File: config.mk
export PLATFORM = sky130hd
export DESIGN_NAME = pscd_sqrt
export DESIGN_NICKNAME = d
export VERILOG_FILES = /design/src/rtl/core/pscd_pkg.sv /design/src/rtl/core/pscd_sqrt.sv
export SDC_FILE = /design/constraint.sdc
export NUM_CORES = 2
export LEC_CHECK = 0
export ABC_AREA = 0
export BUFFER_PORTS_ARGS = -buffer_cell sky130_fd_sc_hd__buf_2
export CAP_MARGIN = 15
export CORE_MARGIN = 5
export CORE_UTILIZATION = 45
export CTS_BUF_LIST = sky130_fd_sc_hd__clkbuf_4
export CTS_CLUSTER_SIZE = 40
export DETAILED_ROUTE_END_ITERATION = 12
export PLACE_DENSITY_LB_ADDON = 0.12
export SYNTH_ARGS = -nofsm -noshare
export SYNTH_HDL_FRONTEND = slang
export SYNTH_SLANG_ARGS = --single-unit
File: constraint.sdc
create_clock -name clk_i -period 4.7 [get_ports clk_i]
set_input_delay 0.47 -clock clk_i [delete_from_list [all_inputs] [get_ports clk_i]]
set_output_delay 0.47 -clock clk_i [all_outputs]
set_load 0.005 [all_outputs]
File: src/rtl/core/pscd_pkg.sv
// Shared types and constants for the closest-point-on-segment core.
package pscd_pkg;

  localparam int CW     = 32;
  localparam int PFB    = 16;
  localparam int SUM_W  = 2 * CW + 4;
  localparam int ROOT_W = SUM_W / 2;
  localparam int PROD_W = 2 * CW + 2;
  localparam int OFF_W  = CW + PFB + 2;

  typedef struct packed {
    logic signed [CW-1:0] point_x;
    logic signed [CW-1:0] point_y;
    logic signed [CW-1:0] point_z;
    logic signed [CW-1:0] start_x;
    logic signed [CW-1:0] start_y;
    logic signed [CW-1:0] start_z;
    logic signed [CW-1:0] end_x;
    logic signed [CW-1:0] end_y;
    logic signed [CW-1:0] end_z;
  } in_t;

  typedef struct packed {
    logic signed [CW-1:0] near_x;
    logic signed [CW-1:0] near_y;
    logic signed [CW-1:0] near_z;
    logic [PFB:0]         seg_param;
    logic [CW-1:0]        distance;
  } out_t;

  typedef struct packed {
    logic zero;
    logic one;
  } clamp_t;

endpackage

File: src/rtl/core/pscd_sqrt.sv
// Pipelined integer square root, one root bit per stage, floor result.
module pscd_sqrt #(
  parameter int RW = pscd_pkg::ROOT_W,
  parameter int DW = 1
) (
  input  logic            clk_i,
  input  logic            rst_ni,
  input  logic            valid_i,
  input  logic [2*RW-1:0] rad_i,
  input  logic [DW-1:0]   data_i,
  output logic            valid_o,
  output logic [RW-1:0]   root_o,
  output logic [DW-1:0]   data_o
);
  import pscd_pkg::*;

  localparam int RMW = RW + 4;

  logic            vld  [RW+1];
  logic [2*RW-1:0] rad  [RW+1];
  logic [RMW-1:0]  rem  [RW+1];
  logic [RW-1:0]   root [RW+1];
  logic [DW-1:0]   dat  [RW+1];

  assign vld[0]  = valid_i;
  assign rad[0]  = rad_i;
  assign rem[0]  = '0;
  assign root[0] = '0;
  assign dat[0]  = data_i;

  for (genvar k = 0; k < RW; k++) begin : g_stage
    logic [RMW-1:0]  rem_sh, trial;
    logic            ge;
    logic            vld_q;
    logic [2*RW-1:0] rad_q;
    logic [RMW-1:0]  rem_q;
    logic [RW-1:0]   root_q;
    logic [DW-1:0]   dat_q;

    assign rem_sh = {rem[k][RMW-3:0], rad[k][2*RW-1:2*RW-2]};
    assign trial  = RMW'({root[k], 2'b01});
    assign ge     = rem_sh >= trial;

    always_ff @(posedge clk_i or negedge rst_ni) begin
      if (!rst_ni) begin
        vld_q <= 1'b0;
      end else begin
        vld_q <= vld[k];
      end
    end

    always_ff @(posedge clk_i) begin
      rad_q  <= {rad[k][2*RW-3:0], 2'b00};
      rem_q  <= ge ? rem_sh - trial : rem_sh;
      root_q <= {root[k][RW-2:0], ge};
      dat_q  <= dat[k];
    end

    assign vld[k+1]  = vld_q;
    assign rad[k+1]  = rad_q;
    assign rem[k+1]  = rem_q;
    assign root[k+1] = root_q;
    assign dat[k+1]  = dat_q;
  end

  assign valid_o = vld[RW];
  assign root_o  = root[RW];
  assign data_o  = dat[RW];

endmodule

==> impl_metrics.tcl <==
set metrics [dict create \
    antenna_violating_nets_post_route 0 \
    buffer_ports.inserted 107 \
    finalHoldWorstSlack_ns 0.2509 \
    grt_first_pass_wirelength_um 392400 \
    cts_tree "done" \
    synthesis.area_per_instance_um2 10.21 \
    ctsHtreeMaxLevel 6 \
    timing.critical_path.from_type "flip-flop" \
    cts_clk_pin_slew_worst_paths_ns 0.07 \
    critPathRequiredTime_ns 5.93 \
    min_period_over_period 0.8550 \
    syn-instance-count 10414 \
    drive_above_1_share 0.1247 \
    post_drt_wl_per_cell_um 16.55 \
    synth_area_um2 106400 \
    synth.ff_latch_count 2920 \
    static-leakage-power_nw 57.77 \
    critPathCaptureType "flip-flop" \
    dieArea_um2 246200 \
    chip_width_um 496.2 \
    portion_of_total_power_attributed_to_sequential_cells 0.514 \
    worstHoldPathType "in2reg" \
    layout-area-overhead-vs-synth_pct 14.03 \
    finalInstanceArea_um2 121300 \
    standard_cell_row_count 178 \
    cts.sink_count 2920 \
    finalClockSkew_ns 0.1538 \
    switching_power_mw 17.77 \
    timing.max_cap.violations 0 \
    chip_height_um 496.2 \
    placed_area_um2 110500 \
    yosys-top-cells-area "dfxtp_1, ha_1, xnor2_1" \
    reg2reg_depth 12 \
    rrSetupSlack_ns 0.68 \
    first_pass_iters 8 \
    timing.slew.headroom 0.4306 \
    status "complete, no violations" \
    drt-initial-drc-count 3729 \
    pin_count 108 \
    via_per_inst 5.005 \
    timing.critical_path.arrival_ns 5.25 \
    critical_path_origin "g_stage[31].root_q[0]" \
    timing.final.hold_violations 0 \
    critical_path.endpoint "g_stage[32].rem_q[8]" \
    grt_pass1_vias 75002 \
    timing.rr.start "g_stage[31].root_q[0]" \
    synth_sequential_area_ratio 0.5512 \
    cp_max_fo 44 \
    worstMarginPinSlew_ns 0.8483 \
    synth-edff-count 0 \
    clock_group_share_of_total_power 0.337 \
    initial_utilization 0.4522 \
    synth.largest_area_cell "dfxtp_1" \
    finalWirelength_um 247100 \
    post_cts.resized_instances 0 \
    grt_antenna_before_repair 10 \
    dr_vias 74746 \
    worst_r2r_dst "g_stage[32].rem_q[8]" \
    place.gp.congestion 0.8953 \
    clockBufferDepth 4 \
    combPwrFrac 0.148 \
    dp.final_hpwl_um 187100 \
    grt_usage 0.1976 \
    clockRootBuffer "clkbuf_4" \
    critical_path.cell_chain "inv_1, ha_1, nor2b_1, o31a_1, o311a_1, or4b_1, a41oi_2, o21ai_1, a311oi_2, nand2_2, buf_4, mux2_2" \
    yosys_most_used_dff "dfxtp_1" \
    fin_nets 11946 \
    internal-power_mw 43.81 \
    synth_top_area_share 0.5432 \
    mappedNetlistNets 11118 \
    largest_net_degree_at_the_start_of_global_routing 61 \
    power_per_cell_area_nw_per_um2 507.7 \
    drc 0 \
    final_report_setup_violation_count 0 \
    crit_path_max_incr_delay_ns 0.58 \
    postSynth.asyncResetShare 0.01164 \
    yosys_warnings 0 \
    timing.setup.critical_path_class "reg2reg" \
    rsz0062_at_grt "false" \
    switching_power_as_a_share_of_total_power 0.2885 \
    ys_types 96 \
    cts_inserted_buffers 739 \
    clkLatencyLatePin_ns 1.43 \
    global_route.overflow_total 0 \
    count_of_final_max_slew_check_failures 0 \
    cp_slowest_cell "or4b_1" \
    vdd_drop_max_mv 0.2878 \
    setup_total_negative_slack_ns 0 \
    core_area_um2 235200 \
    final_period_demand_of_the_worst_path_ns 4.018 \
    maxClockFrequency_mhz 248.9 \
]
-- worst max-delay path, delay by kind of cell (launching register included) --
kind            cells  cell delay (ns)
simple gates        3             0.96
compound gates      5             1.53
mux                 1             0.33
buf+inv             2             0.38
fa+ha+maj           1             0.32
flops               1             0.34
-- per-layer routing --
| metal | track usage | wire length, µm |
|---|---|---|
| met1 | 0.2385 | 106600 |
| met2 | 0.3461 | 121500 |
| met3 | 0.03981 | 10990 |
| met4 | 0.07671 | 8072 |
| met5 | 0 | 0 |
-- how the worst min path moves through the flow --
stage | endpoint | start | cells after the start
after floorplan | g_stage[0].vld_q | rst_ni | 0
final | g_stage[0].rad_q[21] | rad_i[19] | 3
after global routing | g_stage[0].rad_q[15] | rad_i[13] | 3
after global placement | g_stage[28].rad_q[59] | g_stage[27].rad_q[57] | 0
after CTS | g_stage[0].rad_q[15] | rad_i[13] | 3
after detailed placement | g_stage[7].rad_q[52] | g_stage[6].rad_q[50] | 0
-- power groups by stage --
stage               sequential, mW  combinational [mW]  clock, mW
floorplan                     30.9                7.04          0
global route                  32.1                10.2       23.1
global placement              32.2                8.90          0
CTS                           31.7                9.15       21.8
finish                        31.7                9.12       20.8
detailed placement            32.2                8.99          0
-- registers in the layout, indices dropped and copies added, names as in the netlist --
register	flops
g_stage.root_q	561
valid_o	1
g_stage.vld_q	33
root_o	34
g_stage.rem_q	1135
data_o	1
g_stage.rad_q	1122
g_stage.dat_q	33
-- cell type report --
type	instances	area, µm²
antenna	12	30.03
fill	21691	113900
multi-input combinational	6464	43920
clock buffer	1041	7815
inverter	810	3040
timing repair buffer	307	2460
sequential	2920	58630
clock inverter	231	1455
tap	3150	3941
-- Yosys cell counts, drive strengths merged (68+ instances only) --
cell / number
ha: 632
dfxtp: 2886
nor4: 143
clkbuf: 191
nand2b: 146
or4: 68
nor2: 600
o21a: 120
nand2: 709
xor2: 474
mux2: 89
nand3: 183
nand4: 106
or3: 124
a21oi: 596
nor2b: 89
a21o: 301
xnor2: 480
o31ai: 79
inv: 808
nor3: 272
o21ai: 546
-- cell families after synthesis --
logic type               share of synthesized area
AND/OR/NAND/NOR                             0.1281
AO/OA/AOI/OAI                               0.1202
other                                   0.00003526
adder cells (fa/ha/maj)                    0.07435
buffers and inverters                      0.03677
multiplexers                               0.01074
XOR/XNOR                                   0.07856
flip-flops                                  0.5512
-- timing repair --
action,in CTS,in global routing
setup buffers,0,0
hold buffers,151,0
endpoints found under the hold margin,105,0
-- placed cells by master, fill, tap and decap left out, types with 301 or more instances in the layout --
master       n
xor2_1     474
a21oi_1    596
clkbuf_4  1041
nor2_1     597
dfxtp_1   2886
a21o_1     301
nand2_1    707
o21ai_0    541
inv_1      806
xnor2_1    480
ha_1       632
-- stage by stage --
step           setup WS [ns]  total power, mW  std cells  utilization
4_1_cts               0.6545            62.64      14923       0.5156
5_1_grt               0.3848            65.44      14931       0.5157
6_report              0.6815            61.57      14935       0.5157
2_1_floorplan          1.300            37.90      10414            -
3_3_place_gp          0.4067            41.14      13499       0.4697
3_5_place_dp          0.7335            41.24      13500       0.4697
Note: power is estimated with default switching activity, not from simulation.
