`src/rtl/core/pscd_pkg.sv`:
```
// Shared types and constants for the closest-point-on-segment core.
package pscd_pkg;

  localparam int CW     = 32;
  localparam int PFB    = 16;
  localparam int SUM_W  = 2 * CW + 4;
  localparam int ROOT_W = SUM_W / 2;
  localparam int PROD_W = 2 * CW + 2;
  localparam int OFF_W  = CW + PFB + 2;

  typedef struct packed {
    logic signed [CW-1:0] point_x;
    logic signed [CW-1:0] point_y;
    logic signed [CW-1:0] point_z;
    logic signed [CW-1:0] start_x;
    logic signed [CW-1:0] start_y;
    logic signed [CW-1:0] start_z;
    logic signed [CW-1:0] end_x;
    logic signed [CW-1:0] end_y;
    logic signed [CW-1:0] end_z;
  } in_t;

  typedef struct packed {
    logic signed [CW-1:0] near_x;
    logic signed [CW-1:0] near_y;
    logic signed [CW-1:0] near_z;
    logic [PFB:0]         seg_param;
    logic [CW-1:0]        distance;
  } out_t;

  typedef struct packed {
    logic zero;
    logic one;
  } clamp_t;

endpackage

```
`src/rtl/core/pscd_div.sv`:
```
// Pipelined restoring divider giving the clamped segment parameter, one quotient bit per stage.
module pscd_div #(
  parameter int NW = pscd_pkg::SUM_W,
  parameter int QW = pscd_pkg::PFB,
  parameter int DW = 1
) (
  input  logic                 clk_i,
  input  logic                 rst_ni,
  input  logic                 valid_i,
  input  logic [NW-1:0]        num_i,
  input  logic [NW-1:0]        den_i,
  input  pscd_pkg::clamp_t     clamp_i,
  input  logic [DW-1:0]        data_i,
  output logic                 valid_o,
  output logic [QW:0]          quo_o,
  output logic [DW-1:0]        data_o
);
  import pscd_pkg::*;

  logic          vld  [QW+1];
  logic [NW-1:0] rem  [QW+1];
  logic [NW-1:0] den  [QW+1];
  logic [QW-1:0] quo  [QW+1];
  clamp_t        clp  [QW+1];
  logic [DW-1:0] dat  [QW+1];

  assign vld[0] = valid_i;
  assign rem[0] = num_i;
  assign den[0] = den_i;
  assign quo[0] = '0;
  assign clp[0] = clamp_i;
  assign dat[0] = data_i;

  for (genvar k = 0; k < QW; k++) begin : g_stage
    logic [NW-1:0] rem_sh;
    logic          ge;
    logic          vld_q;
    logic [NW-1:0] rem_q, den_q;
    logic [QW-1:0] quo_q;
    clamp_t        clp_q;
    logic [DW-1:0] dat_q;

    assign rem_sh = {rem[k][NW-2:0], 1'b0};
    assign ge     = rem_sh >= den[k];

    always_ff @(posedge clk_i or negedge rst_ni) begin
      if (!rst_ni) begin
        vld_q <= 1'b0;
      end else begin
        vld_q <= vld[k];
      end
    end

    always_ff @(posedge clk_i) begin
      rem_q <= ge ? rem_sh - den[k] : rem_sh;
      den_q <= den[k];
      quo_q <= {quo[k][QW-2:0], ge};
      clp_q <= clp[k];
      dat_q <= dat[k];
    end

    assign vld[k+1] = vld_q;
    assign rem[k+1] = rem_q;
    assign den[k+1] = den_q;
    assign quo[k+1] = quo_q;
    assign clp[k+1] = clp_q;
    assign dat[k+1] = dat_q;
  end

  assign valid_o = vld[QW];
  assign data_o  = dat[QW];
  assign quo_o   = clp[QW].zero ? '0 :
                   clp[QW].one  ? (QW+1)'(1) << QW : {1'b0, quo[QW]};

endmodule

```
`config.mk`:
```
export PLATFORM = sky130hd
export DESIGN_NAME = pscd_div
export DESIGN_NICKNAME = d
export VERILOG_FILES = /design/src/rtl/core/pscd_pkg.sv /design/src/rtl/core/pscd_div.sv
export SDC_FILE = /design/constraint.sdc
export NUM_CORES = 2
export LEC_CHECK = 0
export ABC_CLOCK_PERIOD_IN_PS = 8730
export BUFFER_PORTS_ARGS = -buffer_cell sky130_fd_sc_hd__buf_2
export CORE_MARGIN = 2
export CORE_UTILIZATION = 37
export CTS_CLUSTER_SIZE = 30
export DETAILED_ROUTE_END_ITERATION = 8
export MAX_ROUTING_LAYER = met4
export PLACE_DENSITY = 0.5
export REMOVE_ABC_BUFFERS = 1
export SETUP_SLACK_MARGIN = 0.02
export SLEW_MARGIN = 40
export SYNTH_ARGS = -nofsm -noshare
export SYNTH_HDL_FRONTEND = slang
export SYNTH_SLANG_ARGS = --single-unit
```
`constraint.sdc`:
```
create_clock -name clk_i -period 8.73 [get_ports clk_i]
set_clock_uncertainty 0.05 [all_clocks]
set_input_delay 1.3095 -clock clk_i [delete_from_list [all_inputs] [get_ports clk_i]]
set_output_delay 1.3095 -clock clk_i [all_outputs]
set_load 0.05 [all_outputs]
```
==> results.sh <==
export IMPL_internal_power_mw=31.1
export IMPL_combinationalPowerShare_pct=50.9
export IMPL_crit_chain="inv_1, ha_1, nand4_1, nor3_1, and2_1, a21boi_0, o21ai_0, nand3_1, a21oi_1, o41ai_1, a221o_1, a21oi_4, buf_4, buf_4, o21ai_0"
export IMPL_worst_setup_path_type="reg -> reg"
export IMPL_post_synth_cell_area_avg_sq_um=8.33
export IMPL_timing_critical_path_to_type="register"
export IMPL_sink_count_of_the_clock_tree=2225
export IMPL_syn_area_sq_um=118000
export IMPL_dr_pass1_iters=8
export IMPL_setup_viol=0
export IMPL_synth_edff_count=0
export IMPL_groute_usage_overall_pct=19.4
export IMPL_placer_congestion_estimate=0.961
export IMPL_outcome="finished clean"
export IMPL_synth_yosys_warnings=0
export IMPL_seq_area_frac_synth_pct=37.9
export IMPL_cp_start_kind="register"
export IMPL_drc=0
export IMPL_max_slew_worst_pin_slew_ps=911
export IMPL_max_clock_path_buffers=4
export IMPL_detail_route_antenna_nets=0
export IMPL_coreArea_sq_um=317000
export IMPL_chipWidth_um=568
export IMPL_maxSlewHeadroom_pct=38.7
export IMPL_layout_cells_most_common="sky130_fd_sc_hd__dfxtp_1"
export IMPL_routed_wire_length_per_instance_um=17.0
export IMPL_worst_path_max_fanout=83
export IMPL_placed_area_sq_um=122000
export IMPL_power_clock_fraction_pct=21.3
export IMPL_ys_async_sr_fraction_pct=0.719
export IMPL_fp_dieH_um=568
export IMPL_p_sw_share_pct=42.0
export IMPL_ios=161
export IMPL_post_route_cells_drive_above_1_share_pct=5.56
export IMPL_route_detailed_vias_per_inst=5.03
export IMPL_grt_start_max_net_pins=134
export IMPL_tritoncts_buffer_count=271
export IMPL_clock_root_buffer="sky130_fd_sc_hd__clkbuf_16"
export IMPL_row_cnt=207
export IMPL_drt_iter0_markers=5339
export IMPL_final_design_area_no_fill_sq_um=131000
export IMPL_total_of_max_cap_violations=0
export IMPL_maxSlewViolCount=0
export IMPL_final_hold_viol_count=0
export IMPL_layout_filler_cells=32200
export IMPL_synth_distinct_cells=98
export IMPL_sequential_cell_area_sq_um=44600
export IMPL_cts_hold_buf=0
export IMPL_timing_critical_path_required_ps=9420
export IMPL_period_needed_ps=5360
export IMPL_clk_pin_slew_ps=60
export IMPL_multiInputGateArea_sq_um=65900
export IMPL_worst_ep_arrival_time_ps=6060
export IMPL_critPathMaxStageDelay_ps=660
export IMPL_fp_dieArea_sq_um=323000
export IMPL_fin_nets=15300
export IMPL_max_freq_mhz=186
export IMPL_first_global_vias=92900
export IMPL_final_core_utilization_pct=41.4
export IMPL_cts_tree="yes"
export IMPL_cts_htree_levels=5
export IMPL_postCtsSetupRepairBufs=0
export IMPL_clk_latency_ps=890
export IMPL_initial_utilization_pct=37.1
export IMPL_placement_io_buffers=159
export IMPL_synth_top_area_share_pct=37.6
export IMPL_area_growth_synth_to_final_pct=11.6
export IMPL_syn_inst=14100
export IMPL_final_period_utilization_pct=61.4
export IMPL_yosys_area_top_type="sky130_fd_sc_hd__dfxtp_1"
export IMPL_critical_path_slowest_cell="sky130_fd_sc_hd__a21boi_0"
export IMPL_ff_latch_count_synth=2225
export IMPL_unrepaired_setup_endpoints_after_global_routing="no"
export IMPL_min_delay_path_class="reg -> reg"
export IMPL_routed_via_count=92800
export IMPL_peakVddDrop_v=0.000197
export IMPL_synth_ff_type="sky130_fd_sc_hd__dfxtp_1"
export IMPL_place_detailed_hpwl_mm=250
export IMPL_fin_setup_tns_ps=0
export IMPL_routed_wirelength_mm=314
export IMPL_post_cts_resized_instances=0
export IMPL_grt_overflow_total=0
export IMPL_grt_first_pass_wirelength_mm=497
export IMPL_powerDensity_nw_per_um2=408
export IMPL_switching_power_mw=22.5
export IMPL_grt_antenna_before_repair=1
export IMPL_most_common_layout_cells="2209 x sky130_fd_sc_hd__dfxtp_1, 1505 x sky130_fd_sc_hd__nand2_1, 1374 x sky130_fd_sc_hd__inv_1"
export IMPL_total_leakage_power_nw=61.5
export IMPL_power_sequential_fraction_pct=27.9
export IMPL_ys_top_cells_by_area="sky130_fd_sc_hd__dfxtp_1 38%, sky130_fd_sc_hd__ha_1 12%, sky130_fd_sc_hd__a21oi_1 5.6%"
stage by stage:
step	setup WS [ps]	hold WS, ps	instances	power, mW
2_1_floorplan	-2150	260	13600	35.4
3_3_place_gp	3160	260	17900	42.2
3_5_place_dp	3250	262	17900	42.2
4_1_cts	3280	198	18400	54.0
5_1_grt	3150	263	18400	58.1
6_report	3370	258	18400	53.6
Yosys cell counts (21+ instances only):
library cell	count
sky130_fd_sc_hd__a21boi_0	45
sky130_fd_sc_hd__mux2_2	45
sky130_fd_sc_hd__nand2b_1	112
sky130_fd_sc_hd__o221ai_1	23
sky130_fd_sc_hd__a31oi_1	130
sky130_fd_sc_hd__and4_1	37
sky130_fd_sc_hd__xor2_1	400
sky130_fd_sc_hd__and2_1	67
sky130_fd_sc_hd__nand3_1	189
sky130_fd_sc_hd__clkbuf_1	457
sky130_fd_sc_hd__or2_2	29
sky130_fd_sc_hd__a31o_2	21
sky130_fd_sc_hd__or3_1	38
sky130_fd_sc_hd__inv_1	1374
sky130_fd_sc_hd__a21oi_1	1324
sky130_fd_sc_hd__nand4_1	324
sky130_fd_sc_hd__o31ai_1	83
sky130_fd_sc_hd__nor2b_1	127
sky130_fd_sc_hd__o41ai_1	30
sky130_fd_sc_hd__o211ai_1	42
sky130_fd_sc_hd__o21bai_1	208
sky130_fd_sc_hd__nor4_1	48
sky130_fd_sc_hd__nand2_1	1505
sky130_fd_sc_hd__o21ai_1	49
sky130_fd_sc_hd__a221o_1	23
sky130_fd_sc_hd__o21a_1	96
sky130_fd_sc_hd__and3_1	85
sky130_fd_sc_hd__xnor2_1	535
sky130_fd_sc_hd__a211oi_1	85
sky130_fd_sc_hd__dfxtp_1	2209
sky130_fd_sc_hd__o21ai_0	1296
sky130_fd_sc_hd__buf_2	80
sky130_fd_sc_hd__ha_1	1087
sky130_fd_sc_hd__nor2_1	709
sky130_fd_sc_hd__a211o_1	29
sky130_fd_sc_hd__a21o_1	657
sky130_fd_sc_hd__nor3_1	134
sky130_fd_sc_hd__mux2_1	27
sky130_fd_sc_hd__o31a_1	25
sky130_fd_sc_hd__a221oi_1	40
registers in the layout, summed over array words and instances, names as in the netlist:
name,flops
g_stage.den_q,1020
valid_o,1
g_stage.dat_q,15
clp,32
g_stage.rem_q,1005
g_stage.vld_q,15
data_o,1
g_stage.quo_q,136
power by group through the flow:
| stage | sequential, mW | combinational [mW] | clock, mW |
|---|---|---|---|
| finish | 14.9 | 27.3 | 11.4 |
| CTS | 14.9 | 27.2 | 11.8 |
| floorplan | 14.5 | 20.9 | 0 |
| global placement | 15.2 | 26.9 | 0 |
| global route | 15.3 | 30.7 | 12.2 |
| detailed placement | 15.1 | 27.1 | 0 |
cell type report:
cell class	count	area share, %
well taps	4180	3.98
flip-flops and latches	2225	34.0
clock inverters	99	0.993
repair buffers	207	0.981
diodes	6	0.0114
clock buffers	378	5.96
inverters	1374	3.93
multi-input cells	9960	50.2
cells by family (layout without fill, tap and decap cells):
logic type	after synthesis	in the layout	synth area share, %
other cells	0	6	0
flops	2225	2225	37.9
xor+xnor	935	935	6.96
compound gates	4378	4378	22.6
buf+inv	1948	2058	6.39
fa+ha+maj	1102	1102	11.8
mux	79	79	0.748
simple gates	3466	3466	13.5
per-layer routing:
metal	GRT usage (%)	share of wire [%]
met3	1.70	2.8
met1	23.2	45
met4	10.5	6.2
met2	32.2	46
met5	-	0
worst max-delay path: cells and delay by family (launching register included):
family                     cells  cell delay [ps]
AOI/OAI and AO/OA              7             2360
and+or+nand+nor                4             1230
buffers and inverters          3              710
adders and majority gates      1              450
DFF                            1              350
final timing paths:
| check | slack (ps) | start | end | depth (start not counted) |
|---|---|---|---|---|
| worst max-delay path | 3370 | g_stage[12].den_q[17] | g_stage[13].rem_q[20] | 15 |
| worst min-delay path | 260 | g_stage[11].quo_q[4] | g_stage[12].quo_q[5] | 0 |
| worst max register to register | 3370 | g_stage[12].den_q[17] | g_stage[13].rem_q[20] | 15 |
| worst min register to register | 260 | g_stage[11].quo_q[4] | g_stage[12].quo_q[5] | 0 |
| max in group asynchronous | 8090 | rst_ni | g_stage[14].vld_q | 1 |
| min in group asynchronous | 270 | rst_ni | g_stage[1].vld_q | 1 |
Power figures use the tool's default switching activity.
